===== config.mk =====
export PLATFORM = sky130hd
export DESIGN_NAME = prr_phase_div
export DESIGN_NICKNAME = d
export VERILOG_FILES = /design/src/rtl/core/prr_pkg.sv /design/src/rtl/core/prr_phase_div.sv
export SDC_FILE = /design/constraint.sdc
export NUM_CORES = 1
export LEC_CHECK = 0
export ABC_AREA = 1
export BUFFER_PORTS_ARGS = -buffer_cell sky130_fd_sc_hd__buf_2
export CELL_PAD_IN_SITES_DETAIL_PLACEMENT = 1
export CELL_PAD_IN_SITES_GLOBAL_PLACEMENT = 1
export CORE_ASPECT_RATIO = 1.1
export CORE_UTILIZATION = 27
export DETAILED_ROUTE_END_ITERATION = 6
export PLACE_DENSITY = 0.55
export SETUP_SLACK_MARGIN = 0.15
export SLEW_MARGIN = 0
export SYNTH_ARGS = -nofsm -noshare
export SYNTH_HDL_FRONTEND = slang
export SYNTH_SLANG_ARGS = --single-unit

===== constraint.sdc =====
create_clock -name i_clk -period 2.2 [get_ports i_clk]
set_clock_uncertainty 0.2 [all_clocks]
set_input_delay 0 -clock i_clk [delete_from_list [all_inputs] [get_ports i_clk]]
set_output_delay 0 -clock i_clk [all_outputs]
set_load 0.01 [all_outputs]

===== src/rtl/core/prr_pkg.sv =====
package prr_pkg;

    localparam int SAMPLE_BITS    = 16;
    localparam int COEF_BITS      = 18;
    localparam int PROD_BITS      = SAMPLE_BITS + COEF_BITS;
    localparam int ACC_BITS       = PROD_BITS + 8;
    localparam int ROUND_SHIFT    = COEF_BITS - 4;
    localparam int COEF_ADDR_BITS = 12;
    localparam int HIST_ADDR_BITS = 8;
    localparam int HIST_WORD_BITS = 2 * SAMPLE_BITS;
    localparam int PHASE_BITS     = 6;
    localparam int L_BITS         = 7;
    localparam int M_BITS         = 10;
    localparam int TPP_BITS       = 9;
    localparam int QUO_BITS       = 10;
    localparam int S_TDATA_BITS   = 64;
    localparam int M_TDATA_BITS   = 32;
    localparam int CFG_INDEX_BITS = 2;
    localparam int CFG_DATA_BITS  = 10;

    localparam logic [CFG_INDEX_BITS-1:0] CFG_INTERP = 2'd0;
    localparam logic [CFG_INDEX_BITS-1:0] CFG_DECIM  = 2'd1;
    localparam logic [CFG_INDEX_BITS-1:0] CFG_TAPS   = 2'd2;

    localparam logic MODE_SAMPLE = 1'b0;
    localparam logic MODE_COEF   = 1'b1;

    typedef struct packed {
        logic clear;
        logic valid;
    } t_mac_ctl;

endpackage


===== src/rtl/core/prr_phase_div.sv =====
module prr_phase_div (
    input  logic                                i_clk,
    input  logic                                i_rst_n,
    input  logic                                i_start,
    input  logic [prr_pkg::QUO_BITS-1:0]        i_dividend,
    input  logic [prr_pkg::L_BITS-1:0]          i_divisor,
    output logic                                o_busy,
    output logic [prr_pkg::QUO_BITS-1:0]        o_quo,
    output logic [prr_pkg::PHASE_BITS-1:0]      o_rem
);

    localparam int CNT_BITS = $clog2(prr_pkg::QUO_BITS + 1);

    logic                               r_busy;
    logic [CNT_BITS-1:0]                r_cnt;
    logic [prr_pkg::QUO_BITS-1:0]       r_quo;
    logic [prr_pkg::PHASE_BITS-1:0]     r_rem;
    logic [prr_pkg::L_BITS-1:0]         r_div;
    logic [prr_pkg::L_BITS-1:0]         w_trial;
    logic                               w_ge;

    // restoring division, one quotient bit per cycle
    assign w_trial = {r_rem, r_quo[prr_pkg::QUO_BITS-1]};
    assign w_ge    = (w_trial >= r_div);

    always_ff @(posedge i_clk) begin
        if (!i_rst_n) begin
            r_busy <= 1'b0;
            r_cnt  <= '0;
        end else if (i_start) begin
            r_busy <= 1'b1;
            r_cnt  <= CNT_BITS'(prr_pkg::QUO_BITS);
        end else if (r_busy) begin
            r_cnt <= r_cnt - 1'b1;
            if (r_cnt == CNT_BITS'(1)) begin
                r_busy <= 1'b0;
            end
        end
    end

    always_ff @(posedge i_clk) begin
        if (i_start) begin
            r_quo <= i_dividend;
            r_rem <= '0;
            r_div <= i_divisor;
        end else if (r_busy) begin
            r_quo <= {r_quo[prr_pkg::QUO_BITS-2:0], w_ge};
            r_rem <= w_ge ? prr_pkg::PHASE_BITS'(w_trial - r_div)
                          : w_trial[prr_pkg::PHASE_BITS-1:0];
        end
    end

    assign o_busy = r_busy;
    assign o_quo  = r_quo;
    assign o_rem  = r_rem;

endmodule


Word level (Yosys, flattened, before mapping)
Cells that the tools add are included.

Bits in registers: 28. Input bits: 20. Output and inout port bits: 17. Logic and storage cells: 21.

$add $sub $neg: 2. Magnitude comparators: 1. Eq/ne operators: 1. Mux-type cells: 8. Bitwise operators: 1. Reduce and logical (&&, ||, !) cells: 2.

Operators with widths (count): two-way mux 10 bit (2); two-way mux 4 bit (2); greater-or-equal comparator 7 bit (1); two-way mux 6 bit (1); subtractor 6 bit (1); equality test 4 x 1 -> 1 bit (second input constant) (1); subtractor 4 x 1 -> 4 bit (second input constant) (1); two-way mux 1 bit (3); nonzero test 2 bit (1); OR reduction 2 bit (1); inverter 1 bit (1).

Logic depth before layout (Yosys ltp)
Word-level depth: 4. Gate-level depth with buffers: 10. Gate-level depth less buffers: 10.

Least setup slack after synthesis
Ideal clock, no wire load.

Path kind: flip-flop to flip-flop. From: register r_quo (netlist bit o_quo[9]). To: register r_rem (netlist bit o_rem[4]). Library setup time: 113 ps. Arrival time: 1529 ps. Required time: 1887 ps. Path slack: 358 ps. Cell stages (with the launch flop): 9. Path buffers: 0. Period minus slack after synthesis: 1842 ps. Cells stage by stage: edfxtp_1 -> inv_1 -> ha_1 -> fa_1 -> or2_1 -> nand4_1 -> nand3_2 -> nand3_1 -> nand2_1.

Longest elaborated chain between the ends: 2. Elaborated cells between the ends (all ways): 3. Those cells by class: add/sub: 1; order compare: 1; mux: 1.

RTL lines: start, declared (RTL line prr_phase_div.sv:16) `logic [prr_pkg::QUO_BITS-1:0] r_quo;`; start signal, assigned (RTL line prr_phase_div.sv:43) `r_quo <= i_dividend;`; start signal, assigned (RTL line prr_phase_div.sv:47) `r_quo <= {r_quo[prr_pkg::QUO_BITS-2:0], w_ge};`; subtractor 6 bit / greater-or-equal comparator 7 bit (equally long branches) (RTL line prr_phase_div.sv:48, prr_phase_div.sv:24); two-way mux 6 bit (*) (RTL line prr_phase_div.sv:48) `r_rem <= w_ge ? prr_pkg::PHASE_BITS'(w_trial - r_div)`; end signal, assigned (RTL line prr_phase_div.sv:48); end, declared (RTL line prr_phase_div.sv:17) `logic [prr_pkg::PHASE_BITS-1:0] r_rem;`.

Mark *: on every way between the ends. The rest lies on a longest branch, timed or not. A chain may end at the register's enable or synchronous reset.

Worst setup path after layout
Same ends and word-level chain as after synthesis.

==> summary.md <==
| Metric | Value |
|---|---|
| Initial antenna violation count | `0` |
| Routed vias | `1359` |
| Compound-Gate Fraction of Synth Area | `3.38%` |
| Gr ovfl total | `0` |
| Yosys cell types | `25` |
| Adder-cell share of the synthesized area | `9.33%` |
| Final instance area | `2070 µm²` |
| Pleak | `1.02 nW` |
| ANT nets after route | `0` |
| Crit path DAT | `approximately 1.9 ns` |
| F_max | `0.522 GHz` |
| Largest family of logic cells by synthesized area | `simple AND/OR/NAND/NOR gates` |
| Syn Area/Cell | `8.50 µm²` |
| Slew headroom | `63.1%` |
| Worst-Margin Slew | `0.551 ns` |
| Status | `finished clean` |
| Mux cell area share after synthesis | `0%` |
| Share of the clock period used by the worst path | `between 80% and 90%` |
| Final hold vios | `0` |
| Fin nets | `roughly 270` |
| Ys Warns | `0` |
| Maximum VDD drop | `around 0.00023 V` |
| Initial Util | `28.5%` |
| Maxcap violations | `0` |
| DP Area | `between 1500 and 2000 µm²` |
| Critical Path Source | `o_quo[9]` |
| Hold worst-path end | `r_div[1]` |
| Final HPWL from detailed placement | `around 2900 µm` |
| Port bufs | `36` |
| #FFs+latches synth | `28` |
| Cts bufs inserted | `3` |
| First-pass GRT wire length | `between 6000 and 7000 µm` |
| CTS H-tree depth | `1` |
| Clk Tree Root Cell | `clkbuf_8` |
| Final min period | `~1.9 ns` |
| Final WL | `around 3700 µm` |
| Core Box Area | `5470 µm²` |
| Register area share after synthesis | `47.0%` |
| Flop2flop setup slack | `0.28 ns` |
| HP Class | `in2reg` |
| DR DRC count | `0` |
| Synth Instances | `183` |
| Initial DRT Pass Iterations | `3` |
| RSZ-0062 raised after global routing | `false` |
| Fillers | `684` |
| # rows | `28` |
| CTS clk-pin slew, worst paths | `0.10 ns` |
| CTS tree | `yes` |
| RR Endpoint | `o_rem[4]` |
| Total Die Area | `6070 µm²` |
| Syn_nets | `214` |
| Height of the die | `81.6 µm` |
| Clock Path Buffers | `2` |
| DRT iter0 DRCs | `29` |
| Avg WL per Cell | `between 10 and 15 µm` |
| Xor/xnor cell area share of the yosys netlist | `around 1.1%` |
| Mapped cell area | `1560 µm²` |
| Num ports | `37` |
| Worst-case reg-to-reg path depth | `9` |
| Hold Crit Start | `i_divisor[1]` |
| Global-route usage over all layers | `13.7%` |
| Pwr/cell area | `approximately 560 nW/µm²` |
| Worst setup EP type | `flop` |
| Setup TNS after final layout | `0 ns` |
| Crit path kind | `reg2reg` |
| CP Data Required Time | `2.22 ns` |
| Vias in the first global route | `around 1400` |
| Post-CTS Setup Inserts | `0` |
| Final setup vio count | `0` |
| Area grow syn2layout | `33.4%` |
| Final Slew Violations | `0` |
| R2r startpoint | `o_quo[9]` |
| Clk sinks | `28` |
| Largest net degree at the start of global routing | `21` |
| Later-pin clock latency in the skew report | `0.27 ns` |
| Routability cong. | `0.748` |
| Antenna diodes | `0` |
| Chip width | `74.4 µm` |
| Via density | `between 4 and 5` |
| Share of post-route cells with drive strength above 1 | `22.7%` |
| Simple-gate share of the synthesized area | `31.5%` |
| Crit start category | `flop` |
| Crit Path Max Fanout | `3` |
| Hold Crit Depth | `2` |
-- report_power, final --
group	leakage, nW	internal, mW	switching (mW)
Clock	0.0231	0.125	0.157
Combinational	0.734	0.110	0.144
Sequential	0.262	0.603	0.0241
Total	1.02	0.838	0.325
-- per-stage QoR --
stage | util (%) | total power [mW] | hold WS, ns | setup WS, ns | instances
after floorplan | - | 0.782 | -0.121 | 0.358 | 183
after global placement | 33.6 | 0.874 | -0.0228 | 0.182 | 294
after detailed placement | 33.6 | 0.872 | -0.0204 | 0.171 | 294
after CTS | 37.9 | 1.19 | 0.223 | 0.157 | 317
after global routing | 38.0 | 1.25 | 0.228 | 0.182 | 317
final | 38.0 | 1.16 | 0.234 | 0.284 | 317
-- critical path, cell delays in order, from the launching register on --
cell and delay [ns]:
edfxtp_1 0.40, inv_2 0.08, ha_1 0.22, fa_2 0.35, or2_1 0.27, nand3_1 0.08
nand2_1 0.06, nand3_2 0.07, nand3_1 0.07, nand2_1 0.07
-- what timing repair did --
item,CTS,global route
resized for setup,0,2
endpoints found under the hold margin,28,0
setup endpoints to repair,0,1
hold buffers,19,0
-- worst max-delay path by stage --
stage	endpoint	depth (start not counted)
after detailed placement	o_rem[4]	8
after CTS	o_rem[4]	9
after global placement	o_rem[4]	8
after global routing	o_rem[4]	9
final	o_rem[4]	9
after floorplan	o_rem[4]	8
-- cell type report --
class | instances | area (µm²) | area share, %
Tap cell | 75 | 93.8 | 4.52
Multi-Input combinational cell | 123 | 707 | 34.1
Clock buffer | 3 | 41.3 | 1.99
Clock inverter | 1 | 3.75 | 0.181
Timing Repair Buffer | 57 | 385 | 18.6
Inverter | 30 | 113 | 5.43
Sequential cell | 28 | 731 | 35.2
-- Yosys cell counts --
cell / instances / area [µm²]
edfxtp_1: 17 / 510
xor2_1: 2 / 17.5
nand2_1: 67 / 251
nor2_4: 1 / 11.3
clkbuf_1: 2 / 7.51
nor2_1: 8 / 30.0
a21oi_4: 1 / 16.3
nand3_2: 3 / 30.0
nand3_1: 9 / 45.0
nand4_1: 8 / 50.1
a41oi_1: 1 / 8.76
a221oi_1: 1 / 8.76
nand3_4: 2 / 35.0
inv_1: 28 / 105
nor3_1: 1 / 5.00
nor2_2: 1 / 6.26
a31oi_1: 1 / 6.26
fa_1: 1 / 20.0
dfxtp_1: 11 / 220
inv_2: 2 / 7.51
o211ai_1: 1 / 7.51
or2_1: 2 / 12.5
ha_1: 10 / 125
nand2_2: 2 / 12.5
a21oi_1: 1 / 5.00
-- layout by cell type, fill, tap and decap left out, drive strengths merged --
cell type and instances:
a31oi 1, a41oi 1, nor2 10, nand4 8, ha 10, nor3 1
clkinv 1, a221oi 1, a21oi 2, nand2 69, dfxtp 11, nand3 14
clkbuf 3, dlygate4sd3 19, o211ai 1, or2 2, fa 1, edfxtp 17
buf 38, xor2 2, inv 30
-- logic make-up after synthesis --
group / Yosys count
simple gates: 104
buf+inv: 32
flops: 28
fa+ha+maj: 11
compound gates: 6
xor+xnor: 2
-- state kept, by name, indices dropped and copies added (netlist names) --
signal  flops
o_busy      1
o_quo      10
o_rem       6
r_cnt       4
r_div       7
-- routing by layer --
layer  track usage, %  up-vias  share of wire (%)
met3             1.72        2                2.6
li1                 -      702                  -
met2             25.1       20                 51
met4             2.83        0               0.49
met5                0        -                  0
met1             16.9      635                 46
Note: power is estimated with default switching activity, not from simulation.
