$ cat config.mk
export PLATFORM = sky130hd
export DESIGN_NAME = prr_mac
export DESIGN_NICKNAME = d
export VERILOG_FILES = /design/src/rtl/core/prr_pkg.sv /design/src/rtl/core/prr_mac.sv
export SDC_FILE = /design/constraint.sdc
export NUM_CORES = 2
export LEC_CHECK = 0
export ABC_AREA = 1
export BUFFER_PORTS_ARGS = -buffer_cell sky130_fd_sc_hd__buf_2
export CAP_MARGIN = 20
export CORE_ASPECT_RATIO = 2
export CORE_UTILIZATION = 45
export DETAILED_ROUTE_END_ITERATION = 8
export PLACE_DENSITY = 0.69
export SLEW_MARGIN = 20
export SYNTH_ARGS = -nofsm -noshare
export SYNTH_HDL_FRONTEND = slang
export SYNTH_SLANG_ARGS = --single-unit
$ cat constraint.sdc
create_clock -name i_clk -period 6.1 [get_ports i_clk]
set_input_delay 1.22 -clock i_clk [delete_from_list [all_inputs] [get_ports i_clk]]
set_output_delay 1.22 -clock i_clk [all_outputs]
set_load 0.02 [all_outputs]
$ cat src/rtl/core/prr_pkg.sv
package prr_pkg;

    localparam int SAMPLE_BITS    = 16;
    localparam int COEF_BITS      = 18;
    localparam int PROD_BITS      = SAMPLE_BITS + COEF_BITS;
    localparam int ACC_BITS       = PROD_BITS + 8;
    localparam int ROUND_SHIFT    = COEF_BITS - 4;
    localparam int COEF_ADDR_BITS = 12;
    localparam int HIST_ADDR_BITS = 8;
    localparam int HIST_WORD_BITS = 2 * SAMPLE_BITS;
    localparam int PHASE_BITS     = 6;
    localparam int L_BITS         = 7;
    localparam int M_BITS         = 10;
    localparam int TPP_BITS       = 9;
    localparam int QUO_BITS       = 10;
    localparam int S_TDATA_BITS   = 64;
    localparam int M_TDATA_BITS   = 32;
    localparam int CFG_INDEX_BITS = 2;
    localparam int CFG_DATA_BITS  = 10;

    localparam logic [CFG_INDEX_BITS-1:0] CFG_INTERP = 2'd0;
    localparam logic [CFG_INDEX_BITS-1:0] CFG_DECIM  = 2'd1;
    localparam logic [CFG_INDEX_BITS-1:0] CFG_TAPS   = 2'd2;

    localparam logic MODE_SAMPLE = 1'b0;
    localparam logic MODE_COEF   = 1'b1;

    typedef struct packed {
        logic clear;
        logic valid;
    } t_mac_ctl;

endpackage

$ cat src/rtl/core/prr_mac.sv
module prr_mac (
    input  logic                                    i_clk,
    input  logic                                    i_rst_n,
    input  prr_pkg::t_mac_ctl                       i_ctl,
    input  logic signed [prr_pkg::COEF_BITS-1:0]    i_coef,
    input  logic signed [prr_pkg::SAMPLE_BITS-1:0]  i_re,
    input  logic signed [prr_pkg::SAMPLE_BITS-1:0]  i_im,
    output logic                                    o_busy,
    output logic signed [prr_pkg::SAMPLE_BITS-1:0]  o_re,
    output logic signed [prr_pkg::SAMPLE_BITS-1:0]  o_im
);

    localparam int QBITS = prr_pkg::ACC_BITS - prr_pkg::ROUND_SHIFT;

    logic                                  r_p_valid;
    logic signed [prr_pkg::PROD_BITS-1:0]  r_p_re;
    logic signed [prr_pkg::PROD_BITS-1:0]  r_p_im;
    logic signed [prr_pkg::ACC_BITS-1:0]   r_acc_re;
    logic signed [prr_pkg::ACC_BITS-1:0]   r_acc_im;

    // round half up, then saturate
    function automatic logic signed [prr_pkg::SAMPLE_BITS-1:0] round_sat(
        input logic signed [prr_pkg::ACC_BITS-1:0] acc
    );
        logic signed [prr_pkg::ACC_BITS-1:0] t;
        logic signed [QBITS-1:0]             q;
        logic signed [QBITS-1:0]             qmax;
        logic signed [QBITS-1:0]             qmin;
        t    = acc + (prr_pkg::ACC_BITS'(1) <<< (prr_pkg::ROUND_SHIFT - 1));
        q    = QBITS'(t >>> prr_pkg::ROUND_SHIFT);
        qmax = QBITS'((1 << (prr_pkg::SAMPLE_BITS - 1)) - 1);
        qmin = -qmax - QBITS'(1);
        if (q > qmax) begin
            round_sat = qmax[prr_pkg::SAMPLE_BITS-1:0];
        end else if (q < qmin) begin
            round_sat = qmin[prr_pkg::SAMPLE_BITS-1:0];
        end else begin
            round_sat = q[prr_pkg::SAMPLE_BITS-1:0];
        end
    endfunction

    always_ff @(posedge i_clk) begin
        if (!i_rst_n) begin
            r_p_valid <= 1'b0;
        end else begin
            r_p_valid <= i_ctl.valid;
        end
    end

    always_ff @(posedge i_clk) begin
        r_p_re <= prr_pkg::PROD_BITS'(i_coef) * prr_pkg::PROD_BITS'(i_re);
        r_p_im <= prr_pkg::PROD_BITS'(i_coef) * prr_pkg::PROD_BITS'(i_im);
        if (i_ctl.clear) begin
            r_acc_re <= '0;
            r_acc_im <= '0;
        end else if (r_p_valid) begin
            r_acc_re <= r_acc_re + prr_pkg::ACC_BITS'(r_p_re);
            r_acc_im <= r_acc_im + prr_pkg::ACC_BITS'(r_p_im);
        end
    end

    assign o_busy = r_p_valid;
    assign o_re   = round_sat(r_acc_re);
    assign o_im   = round_sat(r_acc_im);

endmodule

* Word level (Yosys, flattened, before mapping)
Cells that the tools add are included.
Operators by class: $add $sub $neg 4, multiply operators 2, muxes and demuxes 4, div/mod/pow operators 0, bitwise operators 0, equality and inequality tests 0, shift operators 0, reductions and logical operators 0, $lt $le $gt $ge 4
Operator list (count):
- $add A42 B15 Y42 const B | 2
- $add A42 B34 Y42 | 2
- $mul A18 B16 Y34 | 2
- $mux W16 | 4
- $gt A28 B16 Y1 const B | 2
- $lt A28 B16 Y1 const B | 2
Storage, ports and cells: memory bits (writable) 0, word-level logic and storage cells 19, latch bits 0, bits in registers 153, ROM bits 0, output and inout port bits 33, memories 0, bits of input ports 54

* Depth between registers and ports, before layout
depth after elaboration 4, gate-level depth with buffers 27, mapped depth without buffers 25

* Least setup slack after synthesis
No wires, ideal clock.
kind input -> register, start point input i_im[7] (netlist bit), end point register r_p_im[27] (netlist bit), library setup time 0.127 ns, setup slack -0.479 ns, data arrival time 6.452 ns, data required time 5.973 ns, stages on the path 24, path buffers 2, cell sequence clkbuf_1 -> clkbuf_1 -> nand2_1 -> fa_1 -> inv_1 -> fa_1 -> inv_1 -> fa_1 -> inv_1 -> fa_1 -> fa_1 -> inv_1 -> fa_1 -> inv_1 -> ha_1 -> nand2_1 -> nand2_1 -> a31oi_1 -> nand3_1 -> a21oi_1 -> inv_1 -> nand2_1 -> o21ai_0 -> xor2_1
Between the ends: longest elaborated chain between the ends 1
RTL lines:
- from (decl) | line prr_mac.sv:7 | input logic signed [prr_pkg::SAMPLE_BITS-1:0] i_im,
- $mul A18 B16 Y34 | line prr_mac.sv:52 | r_p_im <= prr_pkg::PROD_BITS'(i_coef) * prr_pkg::PROD_BITS'(i_im);
- to (signal assigned) | line prr_mac.sv:52
- to (decl) | line prr_mac.sv:17 | logic signed [prr_pkg::PROD_BITS-1:0] r_p_im;
Every way passes these cells. A chain may end at the register's enable or synchronous reset.

* Worst setup path after layout
start point input i_coef[17] (netlist bit), end point register r_p_re[32] (netlist bit)
Between the ends: longest elaborated chain between the ends 1
RTL lines:
- from (decl) | line prr_mac.sv:5 | input logic signed [prr_pkg::COEF_BITS-1:0] i_coef,
- $mul A18 B16 Y34 | line prr_mac.sv:51 | r_p_re <= prr_pkg::PROD_BITS'(i_coef) * prr_pkg::PROD_BITS'(i_re);
- to (signal assigned) | line prr_mac.sv:51
- to (decl) | line prr_mac.sv:16 | logic signed [prr_pkg::PROD_BITS-1:0] r_p_re;
Every way passes these cells.

==> flow_metrics.tcl <==
set metrics [dict create \
    finalClockSkew_ns 0.0288 \
    grt_use_total 0.304 \
    final_nets 6212 \
    path_cells "buf_6 > buf_12 > buf_4 > nand2_2 > inv_2 > fa_2 > fa_2 > buf_4 > fa_1 > fa_1 > fa_1 > fa_1 > ha_4 > buf_4 > nand2_2 > inv_1 > a21oi_2 > o221ai_1 > a21oi_1 > nand2_1 > xor2_1" \
    ys_ff_latch 153 \
    syn_area_per_cell_um2 7.05 \
    ys_types 40 \
    clk_latency_ns 0.52 \
    grt_pass1_vias 34500 \
    synthTopCellsByArea "fa_1, inv_1, nand2_1" \
    synth_commonest_cells "inv_1, nand2_1, fa_1" \
    yosysMostFrequentCell "inv_1" \
    syn_area_um2 34600 \
    synth_mux_area_frac 0 \
    drt_iter0_markers 1579 \
    max-slew-margin-rel 0.288 \
    start_kind "primary input" \
    core_area_um2 76000 \
    finalCritPeriodShare 0.976 \
    syn_inst 4910 \
    ff2ff_path_depth 13 \
    cts_sinks 153 \
    hold_ws_ns 0.466 \
    endpoint_kind "flip-flop" \
    holdPathStages 2 \
    routabilityCongestion 1.06 \
    grt-ovfl-total 0 \
    worstMarginPinSlew_ns 1.07 \
    synth_top_family_by_area "adder cells" \
    crit_top_cell "fa_1" \
    synth_enable_flop_cells 0 \
    wl_per_cell_um 18.4 \
    max-clock-path-buffers 3 \
    grt_pass1_wl_mm 179 \
    slowest_delay_ns 0.68 \
    cts_buffers 25 \
    arrival_ns 6.38 \
    io_pins 87 \
    drv_cap 0 \
    yosysWarnings 0 \
    path_buf_inv 7 \
    die_area_um2 78100 \
    required_ns 6.53 \
    hold_path.class "reg2reg" \
    syn_to_final_growth_pct 18.7 \
    synth-compound-area-share 0.0780 \
    grt_max_degree 81 \
    crit_family "adder cells" \
    antenna_found_initial 2 \
    first_pass_iters 5 \
    initial_core_util 0.455 \
    cp.depth 21 \
    synth_top_area_share 0.337 \
    clk_pin_slew_worst_paths_ns 0.07 \
    rows 143 \
    rsz0062_at_grt "yes" \
    synthXorXnorAreaFrac 0.0364 \
    syn_nets 5802 \
    drive_gt1_frac 0.132 \
    yosys.area_share.simple 0.208 \
    ant_nets 0 \
    yosysTopAreaCell "fa_1" \
    synthAdderAreaFrac 0.429 \
    die_height_um 394 \
    synth-async-reset-ratio 0 \
    drc_errors 0 \
    nFillCells 7430 \
    rrSetupSlack_ns 2.91 \
    synth_top_flop_cell "dfxtp_1" \
    tritoncts "yes" \
    hpwl_mm 99.6 \
    dieWidth_um 198 \
    hold_viol 0 \
    outcome "finished clean" \
    synth_seq_area_share 0.0885 \
    period_needed_ns 5.95 \
    slew_violations 0 \
    root_buffer "clkbuf_16" \
    max_freq_mhz 168 \
    crit_fanout 6 \
    wl_mm 117 \
    ctsHtreeMaxLevel 4 \
    worstSetupPathType "in2reg" \
    slowest_stage "fa_2" \
    viasPerCell 5.05 \
    finalSetupViolations 0 \
    io_buffers 86 \
    vias 32000 \
]
[final cells by class]
type | instances | area [um2] | area share
tap | 1015 | 1270 | 0.0309
clock inverter | 4 | 47.5 | 0.00116
multi-input combinational | 3289 | 26700 | 0.649
timing repair buffer | 530 | 4430 | 0.108
sequential | 153 | 3060 | 0.0746
clock buffer | 28 | 647 | 0.0157
antenna | 1 | 2.50 | 0.0000609
inverter | 1321 | 4960 | 0.121
[path summary, 6_finish.rpt]
kind / from / to
hold reg to reg: r_acc_im[0] / r_acc_im[0]
setup reg to reg: r_acc_re[0] / r_acc_re[40]
hold / removal: r_acc_im[0] / r_acc_im[0]
setup / recovery: i_coef[17] / r_p_re[32]
[registers in the layout (all words and copies together) (netlist names)]
register  flops
r_acc_im     42
r_acc_re     42
r_p_im       34
r_p_re       34
o_busy        1
[logic make-up after synthesis]
| family | count (synthesis) |
|---|---|
| AOI/OAI and AO/OA | 497 |
| DFF | 153 |
| buffers and inverters | 1468 |
| xor gates and xnor gates | 144 |
| and+or+nand+nor | 1810 |
| adders and majority gates | 838 |
[metrics by stage]
| step | instances | cell area, um2 | setup TNS [ns] | util | worst slack (ns) |
|---|---|---|---|---|---|
| 6_report | 6341 | 41100 | 0 | 0.540 | 0.147 |
| 4_1_cts | 6312 | 40100 | 0 | 0.528 | 0.00338 |
| 5_1_grt | 6340 | 41100 | -0.161 | 0.540 | -0.0491 |
| 3_5_place_dp | 6278 | 39400 | -18.88 | 0.518 | -0.624 |
| 2_1_floorplan | 4910 | 34900 | -0.0266 | - | -0.0204 |
| 3_3_place_gp | 6278 | 39400 | -16.93 | 0.518 | -0.632 |
[cells in the final DEF (no fill, tap or decap), drive strengths merged, types with 2 or more instances in the layout]
master / synthesis / routed
nand3: 132 / 132
nor4: 7 / 7
a21o: 13 / 13
nor2: 403 / 403
clkbuf: 128 / 41
buf: 19 / 517
inv: 1321 / 1321
nand3b: 7 / 7
o2111ai: 2 / 2
nor3: 48 / 48
ha: 256 / 256
o21ai: 183 / 183
clkinv: 0 / 2
xnor2: 35 / 35
and2: 3 / 3
a21boi: 12 / 12
a211oi: 5 / 5
fa: 582 / 582
o211ai: 4 / 4
a31oi: 8 / 8
xor2: 109 / 109
nand4: 33 / 33
dfxtp: 153 / 153
a21oi: 230 / 230
a221oi: 2 / 2
nand2: 1174 / 1174
o21bai: 24 / 24
o221ai: 3 / 3
o21a: 9 / 9
[repair_timing]
item                       CTS  global route
gates resized for setup      8           162
pin swaps                    1            79
setup endpoints to repair    7            36
setup buffers                2            22
cloned                       0             5
hold buffers                 0             0
[routing by layer]
| layer | routed length (um) | GRT usage | vias up |
|---|---|---|---|
| li1 | - | - | 15200 |
| met1 | 37100 | 0.274 | 15300 |
| met2 | 63500 | 0.585 | 958 |
| met3 | 3880 | 0.0307 | 517 |
| met4 | 12200 | 0.271 | 2 |
| met5 | 10 | 0 | - |
[tightest hold or removal path, stage by stage, from the launching register on]
cell     delay (ns)
dfxtp_1        0.31
nand2_1        0.06
a21oi_1        0.05
Power is left out: the tool's default activity adds up to more than one toggle a clock period on the data nets, which glitch-free logic cannot reach.
